===== src/rtl/kgd_pkg.sv =====
`timescale 1ns / 1ps
`default_nettype none
// ----------------------------------------------------------------------------
// kgd_pkg: shared types and constants of the key gesture debouncer
// Event codes, register indexes, reset values and the structs that travel
// between the configuration bank, the gesture step logic and the output stage.
// ----------------------------------------------------------------------------
package kgd_pkg;

    localparam int unsigned TIME_W   = 16;
    localparam int unsigned CFG_IDX_W = 3;
    localparam int unsigned MAX_EV   = 3;

    typedef logic [TIME_W-1:0] ms_t;

    typedef enum logic [2:0] {
        EV_NONE         = 3'd0,
        EV_DOWN         = 3'd1,
        EV_UP           = 3'd2,
        EV_CLICK        = 3'd3,
        EV_DOUBLE       = 3'd4,
        EV_HOLD_START   = 3'd5,
        EV_REPEAT       = 3'd6,
        EV_HOLD_RELEASE = 3'd7
    } event_code_t;

    // Register indexes on the configuration port
    localparam logic [CFG_IDX_W-1:0] REG_DEBOUNCE    = 3'd0;
    localparam logic [CFG_IDX_W-1:0] REG_DBL_WINDOW  = 3'd1;
    localparam logic [CFG_IDX_W-1:0] REG_HOLD_START  = 3'd2;
    localparam logic [CFG_IDX_W-1:0] REG_FAST_AFTER  = 3'd3;
    localparam logic [CFG_IDX_W-1:0] REG_REPEAT_IV   = 3'd4;
    localparam logic [CFG_IDX_W-1:0] REG_FAST_IV     = 3'd5;

    // Reset values of the timing registers
    localparam ms_t RST_DEBOUNCE   = 16'd20;
    localparam ms_t RST_DBL_WINDOW = 16'd300;
    localparam ms_t RST_HOLD_START = 16'd500;
    localparam ms_t RST_FAST_AFTER = 16'd2000;
    localparam ms_t RST_REPEAT_IV  = 16'd200;
    localparam ms_t RST_FAST_IV    = 16'd50;

    typedef struct packed {
        ms_t debounce_time;
        ms_t double_click_window;
        ms_t hold_start_time;
        ms_t fast_repeat_after;
        ms_t repeat_interval;
        ms_t fast_repeat_interval;
    } cfg_t;

    // Results of one item: up to three events, index of the last one and
    // the status after the step.
    typedef struct packed {
        event_code_t [MAX_EV-1:0] ev;
        logic [1:0]               last_idx;
        logic                     pressed;
        logic                     held;
    } bundle_t;

endpackage : kgd_pkg
`default_nettype wire


===== src/rtl/key_gesture_debouncer.sv =====
`timescale 1ns / 1ps
`default_nettype none
// ----------------------------------------------------------------------------
// key_gesture_debouncer: debounced key with click, double click and hold
// Debounces a raw key level by edge age and classifies gestures (down, up,
// click, double click, hold start, hold repeat, hold release).
// ----------------------------------------------------------------------------
//
//  channel   signals                                   direction
//  --------  ----------------------------------------  ---------
//  in        in_valid/in_ready, time_now, raw_pressed  to block
//  out       out_valid/out_ready, event_code,          from block
//            last_of_run, pressed_now, held_now
//  cfg       cfg_valid/cfg_ready, cfg_index, cfg_data  to block
//
//  An input word lands in the input register; the gesture step runs on it
//  once the result register can take its events, and writes up to three
//  events into the result register, which drives out_valid. The output
//  port moves one result word per cycle while out_ready is high, so
//  one-result items flow at one per cycle. The result register frees up
//  in the cycle its last word leaves. Reset clears the key state and
//  loads the default timings; the first item after reset only latches
//  the key level. cfg_ready is always high.
//
module key_gesture_debouncer (
    input  wire logic                          clk,
    input  wire logic                          rst_n,
    // input words
    input  wire logic                          in_valid,
    output logic                               in_ready,
    input  wire logic [kgd_pkg::TIME_W-1:0]    time_now,
    input  wire logic                          raw_pressed,
    // result words
    output logic                               out_valid,
    input  wire logic                          out_ready,
    output logic [2:0]                         event_code,
    output logic                               last_of_run,
    output logic                               pressed_now,
    output logic                               held_now,
    // register writes
    input  wire logic                          cfg_valid,
    output logic                               cfg_ready,
    input  wire logic [kgd_pkg::CFG_IDX_W-1:0] cfg_index,
    input  wire logic [kgd_pkg::TIME_W-1:0]    cfg_data
);
    import kgd_pkg::*;

    cfg_t    cfg;
    bundle_t bundle;

    // Input register
    logic in_valid_reg;
    ms_t  in_time_reg;
    logic in_raw_reg;

    logic can_load;
    logic step_take;

    // Advance the held word into the gesture step when the result register
    // can take its events.
    assign step_take = in_valid_reg && can_load;
    assign in_ready  = !in_valid_reg || step_take;
    assign cfg_ready = 1'b1;

    always_ff @(posedge clk or negedge rst_n)
    begin
        if (!rst_n)
        begin
            in_valid_reg <= 1'b0;
        end
        else if (in_ready)
        begin
            in_valid_reg <= in_valid;
        end
    end

    // Payload holds until the next word is taken
    always_ff @(posedge clk)
    begin
        if (in_valid && in_ready)
        begin
            in_time_reg <= time_now;
            in_raw_reg  <= raw_pressed;
        end
    end

    kgd_cfg_regs u_cfg (
        .clk       (clk),
        .rst_n     (rst_n),
        .cfg_valid (cfg_valid),
        .cfg_index (cfg_index),
        .cfg_data  (cfg_data),
        .cfg       (cfg)
    );

    kgd_gesture u_gesture (
        .clk       (clk),
        .rst_n     (rst_n),
        .step_take (step_take),
        .now       (in_time_reg),
        .raw       (in_raw_reg),
        .cfg       (cfg),
        .bundle    (bundle)
    );

    kgd_out_stage u_out (
        .clk         (clk),
        .rst_n       (rst_n),
        .load        (step_take),
        .bundle      (bundle),
        .can_load    (can_load),
        .out_valid   (out_valid),
        .out_ready   (out_ready),
        .event_code  (event_code),
        .last_of_run (last_of_run),
        .pressed_now (pressed_now),
        .held_now    (held_now)
    );

endmodule : key_gesture_debouncer
`default_nettype wire


===== src/rtl/kgd_cfg_regs.sv =====
`timescale 1ns / 1ps
`default_nettype none
// ----------------------------------------------------------------------------
// kgd_cfg_regs: timing register bank
// Six 16-bit timing registers written through an index/data port; writes to
// unknown indexes are dropped.
// ----------------------------------------------------------------------------
module kgd_cfg_regs (
    input  wire logic                          clk,
    input  wire logic                          rst_n,
    input  wire logic                          cfg_valid,
    input  wire logic [kgd_pkg::CFG_IDX_W-1:0] cfg_index,
    input  wire logic [kgd_pkg::TIME_W-1:0]    cfg_data,
    output kgd_pkg::cfg_t                      cfg
);
    import kgd_pkg::*;

    cfg_t cfg_reg;

    always_ff @(posedge clk or negedge rst_n)
    begin
        if (!rst_n)
        begin
            cfg_reg.debounce_time        <= RST_DEBOUNCE;
            cfg_reg.double_click_window  <= RST_DBL_WINDOW;
            cfg_reg.hold_start_time      <= RST_HOLD_START;
            cfg_reg.fast_repeat_after    <= RST_FAST_AFTER;
            cfg_reg.repeat_interval      <= RST_REPEAT_IV;
            cfg_reg.fast_repeat_interval <= RST_FAST_IV;
        end
        else if (cfg_valid)
        begin
            unique case (cfg_index)
                REG_DEBOUNCE:   cfg_reg.debounce_time        <= cfg_data;
                REG_DBL_WINDOW: cfg_reg.double_click_window  <= cfg_data;
                REG_HOLD_START: cfg_reg.hold_start_time      <= cfg_data;
                REG_FAST_AFTER: cfg_reg.fast_repeat_after    <= cfg_data;
                REG_REPEAT_IV:  cfg_reg.repeat_interval      <= cfg_data;
                REG_FAST_IV:    cfg_reg.fast_repeat_interval <= cfg_data;
                default:        ;
            endcase
        end
    end

    assign cfg = cfg_reg;

endmodule : kgd_cfg_regs
`default_nettype wire


===== src/rtl/kgd_gesture.sv =====
`timescale 1ns / 1ps
`default_nettype none
// ----------------------------------------------------------------------------
// kgd_gesture: debounce and gesture step
// Holds the key state and computes, in one pass, the events of one item and
// the state it leaves behind. State advances only when the step is taken.
// ----------------------------------------------------------------------------
module kgd_gesture (
    input  wire logic                       clk,
    input  wire logic                       rst_n,
    input  wire logic                       step_take,
    input  wire logic [kgd_pkg::TIME_W-1:0] now,
    input  wire logic                       raw,
    input  wire kgd_pkg::cfg_t              cfg,
    output kgd_pkg::bundle_t                bundle
);
    import kgd_pkg::*;

    logic started_reg,  started_next;
    logic raw_lvl_reg,  raw_lvl_next;
    logic stable_reg,   stable_next;
    logic hold_reg,     hold_next;
    logic cwait_reg,    cwait_next;
    ms_t  edge_t_reg,   edge_t_next;
    ms_t  rep_t_reg,    rep_t_next;
    ms_t  click_t_reg,  click_t_next;

    ms_t  age_edge;
    ms_t  age_rep;
    ms_t  age_click;
    ms_t  age_rep_svc;
    ms_t  age_click_svc;
    ms_t  age_edge_svc;
    ms_t  interval;
    logic raw_change;
    logic debounced;
    logic press;
    logic release_ev;
    logic ct_fresh;

    event_code_t [MAX_EV-1:0] ev_list;
    logic [1:0]               ev_n;

    // All ages come straight from the registers; where the step has just
    // moved a timestamp to now, the age is zero.
    assign age_edge  = now - edge_t_reg;
    assign age_rep   = now - rep_t_reg;
    assign age_click = now - click_t_reg;

    always_comb
    begin
        started_next = started_reg;
        raw_lvl_next = raw_lvl_reg;
        stable_next  = stable_reg;
        hold_next    = hold_reg;
        cwait_next   = cwait_reg;
        edge_t_next  = edge_t_reg;
        rep_t_next   = rep_t_reg;
        click_t_next = click_t_reg;
        ev_list      = '{default: EV_NONE};
        ev_n         = 2'd0;
        raw_change   = 1'b0;
        debounced    = 1'b0;
        press        = 1'b0;
        release_ev   = 1'b0;
        ct_fresh     = 1'b0;
        age_rep_svc   = age_rep;
        age_click_svc = age_click;
        age_edge_svc  = age_edge;
        interval      = cfg.repeat_interval;

        if (!started_reg)
        begin
            // First item: latch the level only
            started_next = 1'b1;
            raw_lvl_next = raw;
            stable_next  = raw;
            edge_t_next  = now;
            if (raw)
            begin
                rep_t_next = now;
            end
        end
        else
        begin
            raw_change = (raw != raw_lvl_reg);
            if (raw_change)
            begin
                raw_lvl_next = raw;
                edge_t_next  = now;
                age_edge_svc = '0;
            end
            else
            begin
                debounced = (stable_reg != raw_lvl_reg) &&
                            (age_edge >= cfg.debounce_time);
            end
            press      = debounced && raw_lvl_reg;
            release_ev = debounced && !raw_lvl_reg;
            if (debounced)
            begin
                stable_next = raw_lvl_reg;
            end

            if (press)
            begin
                rep_t_next  = now;
                age_rep_svc = '0;
                hold_next   = 1'b0;
                ev_list[ev_n] = EV_DOWN;
                ev_n          = ev_n + 2'd1;
            end

            if (release_ev)
            begin
                ev_list[ev_n] = EV_UP;
                ev_n          = ev_n + 2'd1;
                if (hold_reg)
                begin
                    hold_next     = 1'b0;
                    cwait_next    = 1'b0;
                    ev_list[ev_n] = EV_HOLD_RELEASE;
                    ev_n          = ev_n + 2'd1;
                end
                else if (cwait_reg && (age_click <= cfg.double_click_window))
                begin
                    cwait_next    = 1'b0;
                    ev_list[ev_n] = EV_DOUBLE;
                    ev_n          = ev_n + 2'd1;
                end
                else
                begin
                    if (cwait_reg)
                    begin
                        ev_list[ev_n] = EV_CLICK;
                        ev_n          = ev_n + 2'd1;
                    end
                    cwait_next   = 1'b1;
                    click_t_next = now;
                    ct_fresh     = 1'b1;
                end
            end

            if (ct_fresh)
            begin
                age_click_svc = '0;
            end

            // Service gestures against the time that has passed
            if (stable_next)
            begin
                if (!hold_next && (age_rep_svc >= cfg.hold_start_time))
                begin
                    if (cwait_next)
                    begin
                        cwait_next    = 1'b0;
                        ev_list[ev_n] = EV_CLICK;
                        ev_n          = ev_n + 2'd1;
                    end
                    hold_next     = 1'b1;
                    rep_t_next    = now;
                    ev_list[ev_n] = EV_HOLD_START;
                    ev_n          = ev_n + 2'd1;
                end
                else if (hold_next)
                begin
                    if (age_edge_svc >= cfg.fast_repeat_after)
                    begin
                        interval = cfg.fast_repeat_interval;
                    end
                    if (age_rep_svc >= interval)
                    begin
                        rep_t_next    = now;
                        ev_list[ev_n] = EV_REPEAT;
                        ev_n          = ev_n + 2'd1;
                    end
                end
            end
            else if (cwait_next && (age_click_svc > cfg.double_click_window))
            begin
                cwait_next    = 1'b0;
                ev_list[ev_n] = EV_CLICK;
                ev_n          = ev_n + 2'd1;
            end
        end

        bundle.ev       = ev_list;
        bundle.last_idx = (ev_n == 2'd0) ? 2'd0 : ev_n - 2'd1;
        bundle.pressed  = stable_next;
        bundle.held     = hold_next;
    end

    always_ff @(posedge clk or negedge rst_n)
    begin
        if (!rst_n)
        begin
            started_reg <= 1'b0;
            raw_lvl_reg <= 1'b0;
            stable_reg  <= 1'b0;
            hold_reg    <= 1'b0;
            cwait_reg   <= 1'b0;
            edge_t_reg  <= '0;
            rep_t_reg   <= '0;
            click_t_reg <= '0;
        end
        else if (step_take)
        begin
            started_reg <= started_next;
            raw_lvl_reg <= raw_lvl_next;
            stable_reg  <= stable_next;
            hold_reg    <= hold_next;
            cwait_reg   <= cwait_next;
            edge_t_reg  <= edge_t_next;
            rep_t_reg   <= rep_t_next;
            click_t_reg <= click_t_next;
        end
    end

endmodule : kgd_gesture
`default_nettype wire


===== src/rtl/kgd_out_stage.sv =====
`timescale 1ns / 1ps
`default_nettype none
// ----------------------------------------------------------------------------
// kgd_out_stage: result register and event serializer
// Holds the events of one item and hands them out one word per handshake.
// Takes the next item's bundle in the cycle its last word leaves.
// ----------------------------------------------------------------------------
module kgd_out_stage (
    input  wire logic         clk,
    input  wire logic         rst_n,
    input  wire logic         load,
    input  wire kgd_pkg::bundle_t bundle,
    output logic              can_load,
    output logic              out_valid,
    input  wire logic         out_ready,
    output logic [2:0]        event_code,
    output logic              last_of_run,
    output logic              pressed_now,
    output logic              held_now
);
    import kgd_pkg::*;

    logic       valid_reg;
    bundle_t    bundle_reg;
    logic [1:0] idx_reg;
    logic       is_last;
    logic       take;

    assign is_last  = (idx_reg == bundle_reg.last_idx);
    assign take     = valid_reg && out_ready;
    assign can_load = !valid_reg || (take && is_last);

    always_ff @(posedge clk or negedge rst_n)
    begin
        if (!rst_n)
        begin
            valid_reg <= 1'b0;
            idx_reg   <= 2'd0;
        end
        else if (load)
        begin
            valid_reg <= 1'b1;
            idx_reg   <= 2'd0;
        end
        else if (take)
        begin
            if (is_last)
            begin
                valid_reg <= 1'b0;
                idx_reg   <= 2'd0;
            end
            else
            begin
                idx_reg <= idx_reg + 2'd1;
            end
        end
    end

    always_ff @(posedge clk)
    begin
        if (load)
        begin
            bundle_reg <= bundle;
        end
    end

    always_comb
    begin
        case (idx_reg)
            2'd0:    event_code = bundle_reg.ev[0];
            2'd1:    event_code = bundle_reg.ev[1];
            default: event_code = bundle_reg.ev[2];
        endcase
    end

    assign out_valid   = valid_reg;
    assign last_of_run = is_last;
    assign pressed_now = bundle_reg.pressed;
    assign held_now    = bundle_reg.held;

endmodule : kgd_out_stage
`default_nettype wire


===== config.mk =====
export PLATFORM = sky130hd
export DESIGN_NAME = key_gesture_debouncer
export DESIGN_NICKNAME = d
export VERILOG_FILES = /design/src/rtl/kgd_pkg.sv /design/src/rtl/key_gesture_debouncer.sv /design/src/rtl/kgd_cfg_regs.sv /design/src/rtl/kgd_gesture.sv /design/src/rtl/kgd_out_stage.sv
export SDC_FILE = /design/constraint.sdc
export NUM_CORES = 1
export LEC_CHECK = 0
export BUFFER_PORTS_ARGS = -buffer_cell sky130_fd_sc_hd__buf_2
export CAP_MARGIN = 0
export CORE_AREA = 5 5 257 159
export DETAILED_ROUTE_END_ITERATION = 10
export DIE_AREA = 0 0 262 164
export GPL_ROUTABILITY_DRIVEN = 1
export SKIP_LAST_GASP = 1
export SYNTH_ARGS = -nofsm -noshare
export SYNTH_HDL_FRONTEND = slang
export SYNTH_SLANG_ARGS = --single-unit

===== constraint.sdc =====
create_clock -name clk -period 6.4 [get_ports clk]
set_input_delay 0.32 -clock clk [delete_from_list [all_inputs] [get_ports clk]]
set_output_delay 0.32 -clock clk [all_outputs]
set_load 0.01 [all_outputs]

==> metrics.md, run 1 <==
| Metric | Value |
|---|---|
| Reg2reg setup slack | `0.01 ns` |
| Final Cycle Share | `99.78%` |
| Number of synthesized register bits | `183` |
| Die X | `262 um` |
| Synth async-reset ratio | `83.61%` |
| CTS Buf Count | `17` |
| Layout net count | `1,733` |
| Final WL | `40.65 mm` |
| Post-Syn Area | `13,140 um2` |
| Via count | `11,210` |
| CTS Root Cell | `clkbuf_16` |
| Final Critical Period | `6.386 ns` |
| FMAX | `156.6 MHz` |
| Syn_nets | `1,587` |
| Unrepaired setup endpoints after global routing | `yes` |
| CP Class | `register to register` |
| Reg2Reg Capture Point | `u_out.bundle_reg[3]` |
| H-tree depth | `4` |
| Register area share after synthesis | `36.21%` |
| R2r startpoint | `in_time_reg[0]` |
| Failing checks | `hold timing` |
| Die Y | `164 um` |
| RD Place Congestion | `0.9263` |
| Max-cap viol count | `0` |
| Initial DRT Pass Iterations | `7` |
| Io pins | `50` |
| Seq. cell area | `4760 um2` |
| Initial antenna violation count | `1` |
| Skew-Pair Late Insertion Delay | `0.47 ns` |
| Gate Count Post-Synth | `1,390` |
| Die area | `42,970 um2` |
| # setup viols final | `0` |
| First-pass GRT wire length | `62.64 mm` |
| Layout Area Growth over Synthesis | `22.43%` |
| Clock sinks | `183` |
| CP Capture Type | `register` |
| Worst-margin pin slew | `1.035 ns` |
| Worst-path clk slew | `0.08 ns` |
| Critical path data arrival time | `6.61 ns` |
| Fillers | `3,749` |
| Via-to-Cell Ratio | `5.414` |
| Ys Warns | `0` |
| Critical path startpoint category | `register` |
| 1st-iter DRT viols | `1,109` |
| CP peak stage delay | `0.40 ns` |
| Worst slew margin | `31.03%` |
| I/O Buffers | `48` |
| Worst setup startpoint | `in_time_reg[0]` |
| Std-Cell Rows | `56` |
| DRC violations left | `0` |
| Share of cells above drive strength 1 | `27.89%` |
| Footprint of the multi-input gates | `8185 um2` |
| DR WL/cell | `19.63 um` |
| CORE AREA | `38,330 um2` |
| Fin Hold WS | `-0.02108 ns` |
| GRT Total Usage | `18.99%` |
| CTS max path bufs | `2` |
| Final Skew | `0.01791 ns` |
| Starting Density | `34.29%` |
| Most frequent CP cell | `ha_4` |
| Status | `finished with violations` |
| Slew Limit Fails | `0` |
| Post-synth EDFFs | `30` |
| Pin count of the biggest net entering global routing | `102` |
| Post-Syn Area per Cell | `9.455 um2` |
| CTS tree | `yes` |
| Crit Path Max Fanout | `6` |
| Post-DP HPWL | `30.84 mm` |
| Fin. Hold Viols | `7` |
| Diodes inserted | `0` |
| WP data required | `6.62 ns` |
| Remaining antenna violation count | `0` |
| Total grt overflow | `0` |
| Post-synth top flop | `dfrtp_1` |
| Hold Crit Class | `input port to asynchronous set/reset pin` |
| Vias in the first global route | `10,630` |
| Unique cell type count in the Yosys netlist | `91` |
| R2R depth | `32` |
| Critical path's slowest cell | `edfxtp_1` |
| Max reg flops | `96` |
## final cells by class
type	instances	share of cell area [%]
multi-input combinational	1012	50.87
sequential	183	29.58
timing repair buffer	176	8.040
tap	522	4.059
inverter	146	3.429
clock buffer	21	3.126
clock inverter	11	0.8942
## worst max-delay path by stage
stage / end / slack, ns / depth (start not counted)
2_1_floorplan: u_out.bundle_reg[3] / 0.06 / 31
3_3_place_gp: u_out.bundle_reg[3] / -0.09 / 32
3_5_place_dp: u_out.bundle_reg[3] / -0.23 / 32
4_1_cts: u_out.bundle_reg[3] / 0.005 / 30
5_1_grt: u_out.bundle_reg[3] / -0.22 / 32
6_report: u_out.bundle_reg[3] / 0.01 / 32
## cells in the final DEF (no fill, tap or decap), drive strengths merged, types with 5 or more instances in the layout
| cell type | instances |
|---|---|
| a211o | 17 |
| a211oi | 22 |
| a21o | 17 |
| a21oi | 94 |
| a22o | 17 |
| a22oi | 5 |
| a31oi | 9 |
| and2 | 21 |
| and3 | 18 |
| buf | 176 |
| clkbuf | 21 |
| dfrtp | 129 |
| dfstp | 24 |
| edfxtp | 30 |
| ha | 153 |
| inv | 152 |
| mux2 | 80 |
| nand2 | 112 |
| nand2b | 16 |
| nand3 | 32 |
| nand3b | 17 |
| nand4 | 26 |
| nor2 | 65 |
| nor2b | 8 |
| nor3 | 30 |
| nor4b | 7 |
| o211ai | 11 |
| o21a | 14 |
| o21ai | 97 |
| o21bai | 5 |
| o31ai | 9 |
| or3 | 8 |
| xnor2 | 20 |
| xor2 | 26 |
## critical path, delay by kind of cell (launching register included)
kind | cells | cell delay [ns]
adders and majority gates | 5 | 1.28
DFF | 1 | 0.40
AOI/OAI and AO/OA | 16 | 3.25
and+or+nand+nor | 6 | 0.55
xor gates and xnor gates | 1 | 0.21
buffers and inverters | 4 | 0.41
## what timing repair did
item,4_1_cts,5_1_grt
hold endpoints to repair,0,0
pin swaps,7,60
buffers inserted,6,12
endpoints found under the setup margin,13,30
resized for setup,16,124
hold buffers,0,0
## through the flow
stage | std cells | util (%) | cell area (um2) | TNS [ns] | setup slack, ns
2_1_floorplan | 1390 | - | 13140 | 0 | 0.05587
6_report | 2071 | 41.98 | 16090 | 0 | 0.01393
3_3_place_gp | 2021 | 38.23 | 14650 | -0.1624 | -0.08520
5_1_grt | 2071 | 41.98 | 16090 | -3.840 | -0.2245
4_1_cts | 2059 | 40.18 | 15400 | 0 | 0.004533
3_5_place_dp | 2021 | 38.23 | 14650 | -0.5996 | -0.2305
## synth_stat cells, drive strengths merged (4+ instances only)
| master | n | area share (%) |
|---|---|---|
| nor2 | 65 | 2.0 |
| buf | 21 | 1.2 |
| xnor2 | 20 | 1.3 |
| dfrtp | 129 | 25 |
| a21oi | 94 | 3.6 |
| xor2 | 26 | 1.7 |
| and2 | 21 | 1.0 |
| a211o | 17 | 1.1 |
| mux2 | 80 | 6.9 |
| o31ai | 9 | 0.51 |
| nand4 | 26 | 1.2 |
| edfxtp | 30 | 6.9 |
| o21a | 14 | 0.86 |
| a22oi | 5 | 0.29 |
| dfstp | 24 | 4.8 |
| nor2b | 8 | 0.38 |
| o211ai | 11 | 0.85 |
| nor3b | 4 | 0.23 |
| or2 | 4 | 0.19 |
| nand2 | 112 | 3.3 |
| nor4b | 7 | 0.47 |
| nand3b | 17 | 0.97 |
| o21bai | 5 | 0.29 |
| nor3 | 30 | 1.2 |
| a21o | 17 | 0.98 |
| clkbuf | 28 | 0.88 |
| or3 | 8 | 0.38 |
| o21ai | 97 | 3.8 |
| a211oi | 22 | 1.3 |
| inv | 146 | 4.2 |
| nand2b | 16 | 0.76 |
| o32ai | 4 | 0.27 |
| ha | 153 | 15 |
| nand3 | 32 | 1.3 |
| and3 | 18 | 0.86 |
| a31oi | 9 | 0.43 |
| a22o | 17 | 1.1 |
## metal layers
layer / share of wire (%) / global-route usage (%)
met2: 41 / 26.63
met4: 1.4 / 3.799
met1: 50 / 30.15
met3: 7.4 / 3.657
met5: 0 / 0
## cells by family (layout without fill, tap and decap cells)
kind of cell    count (synthesis)  count (layout)  share of synthesized area, %
simple gates                  379             379                         15.03
compound gates                347             347                         17.29
buf+inv                       195             354                         6.236
flops                         183             183                         36.21
fa+ha+maj                     156             156                         15.02
mux                            83              83                         7.112
xor+xnor                       46              46                         3.066
other cells                     1               1                       0.02853
Power of run 1 is not shown: default switching activity piles up to over one toggle a cycle in this logic, so the estimate is an artifact.
==> run 2, diff against run 1 <==
TNS_END_PERCENT = 50   (was default)
clock period = 8.2 ns   (was 6.4 ns; I/O delays follow)
==> run 2 against run 1 <==
Compared with the run above:
- flip-flop and latch count is the same
- worst setup slack better by 0.69 ns
- via count decreased by 5.9%
- die area unchanged
- clock-buffer cell count fell by 1
- register-to-register slack better by 0.69 ns
- the run now ends clean
- cell area shrank 9.8%
- non-clock buffer count shrank 111
- global-route usage is 1.1 points lower
- cell count is 5.4% lower
- first-iteration DRC count fell by 26%
- critical path type unchanged
==> metrics.md, run 2 (same netlist as run 1, synthesis figures left out) <==
| Metric | Value |
|---|---|
| Status | `finished, final reports clean` |
| Max reg flops | `96` |
| Most frequent CP cell | `inv_1` |
| Final Cycle Share | `91.36%` |
| Crit Path Max Fanout | `16` |
| Remaining antenna violation count | `0` |
| RD Place Congestion | `0.8878` |
| Footprint of the multi-input gates | `7584 um2` |
| Io pins | `50` |
| CP Capture Type | `register` |
| WP data required | `8.45 ns` |
| DR WL/cell | `19.48 um` |
| Worst-path clk slew | `0.07 ns` |
| Skew-Pair Late Insertion Delay | `0.46 ns` |
| Final Skew | `0.01281 ns` |
| Critical path's slowest cell | `a2111oi_0` |
| Unrepaired setup endpoints after global routing | `no` |
| Initial DRT Pass Iterations | `5` |
| Starting Density | `34.29%` |
| Diodes inserted | `0` |
| Layout Area Growth over Synthesis | `10.49%` |
| Share of cells above drive strength 1 | `15.92%` |
| First-pass GRT wire length | `59.16 mm` |
| Via-to-Cell Ratio | `5.384` |
| H-tree depth | `4` |
| GRT Total Usage | `17.94%` |
| Worst slew margin | `25.18%` |
| Hold Crit Class | `input port to asynchronous set/reset pin` |
| Std-Cell Rows | `56` |
| Setup Fix Bufs, Post-CTS | `0` |
| Die area | `42,970 um2` |
| # hold bufs at CTS | `0` |
| Critical path data arrival time | `7.74 ns` |
| CTS tree | `yes` |
| Final core occ | `37.89%` |
| Critical path startpoint category | `register` |
| CTS Buf Count | `17` |
| Final WL | `38.18 mm` |
| # setup viols final | `0` |
| Fin. Hold Viols | `0` |
| Worst-margin pin slew | `1.116 ns` |
| Slew Limit Fails | `0` |
| Die X | `262 um` |
| Commonest non-fill, non-tap cell in the layout | `ha_1` |
| Max-cap viol count | `0` |
| Clock sinks | `183` |
| Fillers | `3,859` |
| Seq. cell area | `4760 um2` |
| Total negative slack | `0 ns` |
| Layout net count | `1,622` |
| CP peak stage delay | `0.60 ns` |
| FMAX | `133.5 MHz` |
| 1st-iter DRT viols | `816` |
| I/O Buffers | `48` |
| Total grt overflow | `0` |
| Post-DP HPWL | `28.93 mm` |
| CTS Root Cell | `clkbuf_16` |
| Most frequent cells in the layout | `ha_1 (153), inv_1 (143), dfrtp_1 (129), nand2_1 (109), a21oi_1 (92)` |
| Fin Hold WS | `0.01778 ns` |
| Cts repair resizes | `0` |
| Final Critical Period | `7.491 ns` |
| Die Y | `164 um` |
| Initial antenna violation count | `1` |
| Vias in the first global route | `9,980` |
| DRC violations left | `0` |
| CP Class | `register to register` |
| Via count | `10,550` |
| CTS max path bufs | `2` |
| Pin count of the biggest net entering global routing | `81` |
| CORE AREA | `38,330 um2` |
-- run 2: final timing paths --
path	startpoint	end	slack, ns	cells past startpoint
min in group clk	time_now[5]	in_time_reg[5]	0.13	1
max in group asynchronous	rst_n	u_gesture.edge_t_reg[9]	6.71	2
worst max-delay path	in_time_reg[0]	u_out.bundle_reg[5]	0.71	30
worst min-delay path	rst_n	u_gesture.cwait_reg	0.02	1
worst min register to register	u_gesture.click_t_reg[12]	u_gesture.click_t_reg[12]	0.50	1
worst max register to register	in_time_reg[0]	u_out.bundle_reg[5]	0.71	30
-- run 2: metal layers --
metal / wire, um / global-route usage, % / part of all wire, % / vias up
li1: - / - / - / 5042
met1: 19220 / 27.35 / 50 / 5192
met2: 16040 / 25.79 / 42 / 291
met3: 2507 / 4.195 / 6.6 / 27
met4: 424 / 3.846 / 1.1 / 0
met5: 0 / 0 / 0 / -
-- run 2: through the flow --
| stage | instances | setup WS, ns | cell area, um2 |
|---|---|---|---|
| 3_3_place_gp | 1928 | 0.9599 | 13920 |
| 5_1_grt | 1960 | 0.2622 | 14520 |
| 2_1_floorplan | 1390 | 1.731 | 13140 |
| 4_1_cts | 1960 | 0.7882 | 14520 |
| 3_5_place_dp | 1928 | 0.8495 | 13920 |
| 6_report | 1960 | 0.7087 | 14520 |
-- run 2: cell type report --
| cell class | count | share of cell area, % |
|---|---|---|
| Multi-Input combinational cell | 1012 | 52.22 |
| Sequential cell | 183 | 32.78 |
| Tap cell | 522 | 4.498 |
| Inverter | 146 | 3.774 |
| Clock buffer | 20 | 3.007 |
| Timing Repair Buffer | 65 | 2.576 |
| Clock inverter | 12 | 1.146 |
-- run 2: critical path, delay by kind of cell, from the launching register on --
family                   cells  cell delay [ns]
AO/OA/AOI/OAI               14             3.95
flip-flops                   1             0.39
XOR/XNOR                     1             0.20
adder cells (fa/ha/maj)      4             1.08
buffers and inverters        4             0.60
AND/OR/NAND/NOR              7             1.05
Power of run 2 is left out for the same reason.
==> run 3, diff against run 2 <==
ABC_AREA = 1   (was default)
CORE_AREA = 2 2 247 152   (was 5 5 257 159)
DIE_AREA = 0 0 249 154   (was 0 0 262 164)
==> run 3 against run 2 <==
Compared with the run above:
- sequential share of layout area up 1.9 points
- critical path type unchanged
- critical path depth up 5
- hold slack better by 0.0013 ns
- flip-flop and latch count unchanged
==> metrics.md, run 3 <==
| Metric | Value |
|---|---|
| Setup Fix Bufs, Post-CTS | `0` |
| I/O Buffers | `48` |
| Initial DRT Pass Iterations | `5` |
| Post-Syn Area | `12,450 um2` |
| Via-to-Cell Ratio | `4.950` |
| Reg2reg setup slack | `1.29 ns` |
| Post-synth EDFFs | `30` |
| FMAX | `144.7 MHz` |
| Slew Limit Fails | `0` |
| List of most frequent post-synthesis cells | `nand2_1 (341), inv_1 (246), o21ai_0 (179), ha_1 (153), dfrtp_1 (129)` |
| Critical path startpoint category | `register` |
| Fin. Hold Viols | `0` |
| Std-Cell Rows | `54` |
| Final Skew | `0.01247 ns` |
| CP Class | `register to register` |
| Die area | `38,350 um2` |
| Ranking of synthesized cells by area | `dfrtp_1 (26%), ha_1 (15%), nand2_1 (10%)` |
| Reg2Reg Capture Point | `u_out.bundle_reg[3]` |
| Layout Area Growth over Synthesis | `10.27%` |
| Worst setup startpoint | `in_time_reg[0]` |
| Post-route cell area | `13,730 um2` |
| Crit path capture | `u_out.bundle_reg[3]` |
| Remaining antenna violation count | `0` |
| Share of the synthesized area in the top cell type | `25.92%` |
| Post-DP HPWL | `27.64 mm` |
| CP peak stage delay | `0.51 ns` |
| Worst-path clk slew | `0.07 ns` |
| Total negative slack | `0 ns` |
| DR WL/cell | `16.76 um` |
| Ys Warns | `0` |
| Io pins | `50` |
| Most numerous cell in the Yosys netlist | `nand2_1` |
| Final core occ | `38.27%` |
| # setup viols final | `0` |
| CTS tree | `yes` |
| Starting Density | `34.71%` |
| Max reg flops | `96` |
| Placed cell count | `2,043` |
| R2R depth | `35` |
| Crit Path Max Fanout | `15` |
| CTS max path bufs | `2` |
| R2r startpoint | `in_time_reg[0]` |
| Unique cell type count in the Yosys netlist | `53` |
| Area leader, netlist | `dfrtp_1` |
| First-pass GRT wire length | `55.47 mm` |
| Pin count of the biggest net entering global routing | `83` |
| Total grt overflow | `0` |
| Skew-Pair Late Insertion Delay | `0.46 ns` |
| CP Capture Type | `register` |
| Final WL | `34.81 mm` |
| Number of synthesized register bits | `183` |
| Critical path data arrival time | `7.12 ns` |
| Clock sinks | `183` |
| CTS Root Cell | `clkbuf_16` |
| RD Place Congestion | `0.9230` |
| CORE AREA | `35,880 um2` |
| Layout net count | `1,783` |
| Die Y | `154 um` |
| Die X | `249 um` |
| Initial antenna violation count | `3` |
| Register area share after synthesis | `38.22%` |
| Post-synth top flop | `dfrtp_1` |
| 1st-iter DRT viols | `847` |
| Via count | `10,280` |
| Gate Count Post-Synth | `1,548` |
| Syn_nets | `1,745` |
| CTS Buf Count | `17` |
| Count of non-filler cells in the finished layout | `2,077` |
| H-tree depth | `4` |
| Commonest non-fill, non-tap cell in the layout | `nand2_1` |
| # hold bufs at CTS | `0` |
| Worst-margin pin slew | `1.088 ns` |
| DRC violations left | `0` |
| Most frequent cells in the layout | `nand2_1 (341), inv_1 (246), o21ai_0 (178), ha_1 (153), dfrtp_1 (129)` |
| Status | `finished, final reports clean` |
| Final Critical Period | `6.909 ns` |
| Max-cap viol count | `0` |
| Synth async-reset ratio | `83.61%` |
| WP data required | `8.41 ns` |
| Placed cell area | `13,170 um2` |
| Critical path's slowest cell | `nand3_1` |
| Hold Crit Class | `input port to asynchronous set/reset pin` |
| Final Cycle Share | `84.26%` |
| GRT Total Usage | `18.79%` |
| Post-Syn Area per Cell | `8.044 um2` |
| Worst slew margin | `27.28%` |
| Vias in the first global route | `9,758` |
| Share of cells above drive strength 1 | `9.944%` |
| Unrepaired setup endpoints after global routing | `no` |
| Cts repair resizes | `0` |
==> run 3: cell types whose count changed in the layout (fill, tap and decap cells not counted), sizes merged, moves of 18 or more <==
cell    change
inv       +101
o21ai     +103
mux2       -79
and3       -18
nand2     +247
nor3       -19
nand4      -19
and2       -20
a211oi     -19
nor2       +31
==> run 3: area by class of cell <==
| class | count | area, um2 |
|---|---|---|
| diodes | 2 | 5.005 |
| clock buffers | 21 | 460.4 |
| clock inverters | 11 | 98.84 |
| fillers | 3747 | 22150 |
| inverters | 251 | 944.7 |
| multi-input cells | 1081 | 6590 |
| flip-flops and latches | 183 | 4760 |
| well taps | 476 | 595.6 |
| repair buffers | 52 | 276.5 |
==> run 3: metrics by stage <==
stage / setup WS (ns) / hold WS [ns]
final: 1.291 / 0.01910
after global routing: 0.7065 / 0.07139
after detailed placement: 1.305 / 0.4685
after floorplan: 2.879 / 0.1144
after global placement: 1.439 / 0.4656
after CTS: 1.232 / 0.03991
==> run 3: worst max-delay path, delay by kind of cell (launching register included) <==
kind | cells | cell delay [ns]
AO/OA/AOI/OAI | 5 | 0.79
XOR/XNOR | 1 | 0.30
adder cells (fa/ha/maj) | 5 | 1.52
buffers and inverters | 6 | 1.03
flip-flops | 1 | 0.36
AND/OR/NAND/NOR | 18 | 2.62
==> run 3: cell families after synthesis <==
logic type	Yosys count	share of synthesized area [%]
compound gates	345	15.12
mux	16	1.296
buf+inv	284	8.883
simple gates	528	18.13
flops	183	38.22
xor+xnor	35	2.462
fa+ha+maj	156	15.86
other cells	1	0.03012
==> run 3: per-layer routing <==
metal	part of all wire [%]	wire length [um]	global-route usage (%)	up-vias
li1	-	-	-	5127
met1	54	18900	30.28	4898
met2	39	13470	25.20	240
met3	6.4	2227	4.063	16
met4	0.61	213	3.232	0
met5	0	0	0	-
==> run 3: how the worst min path moves through the flow <==
| stage | endpoint | slack [ns] |
|---|---|---|
| global placement | u_cfg.cfg[3] | 0.47 |
| detailed placement | u_gesture.rep_t_reg[2] | 0.47 |
| floorplan | in_valid_reg | 0.11 |
| finish | u_gesture.edge_t_reg[9] | 0.02 |
| CTS | u_gesture.edge_t_reg[7] | 0.04 |
| global route | u_gesture.edge_t_reg[9] | 0.07 |
Power of run 3 is left out for the same reason.
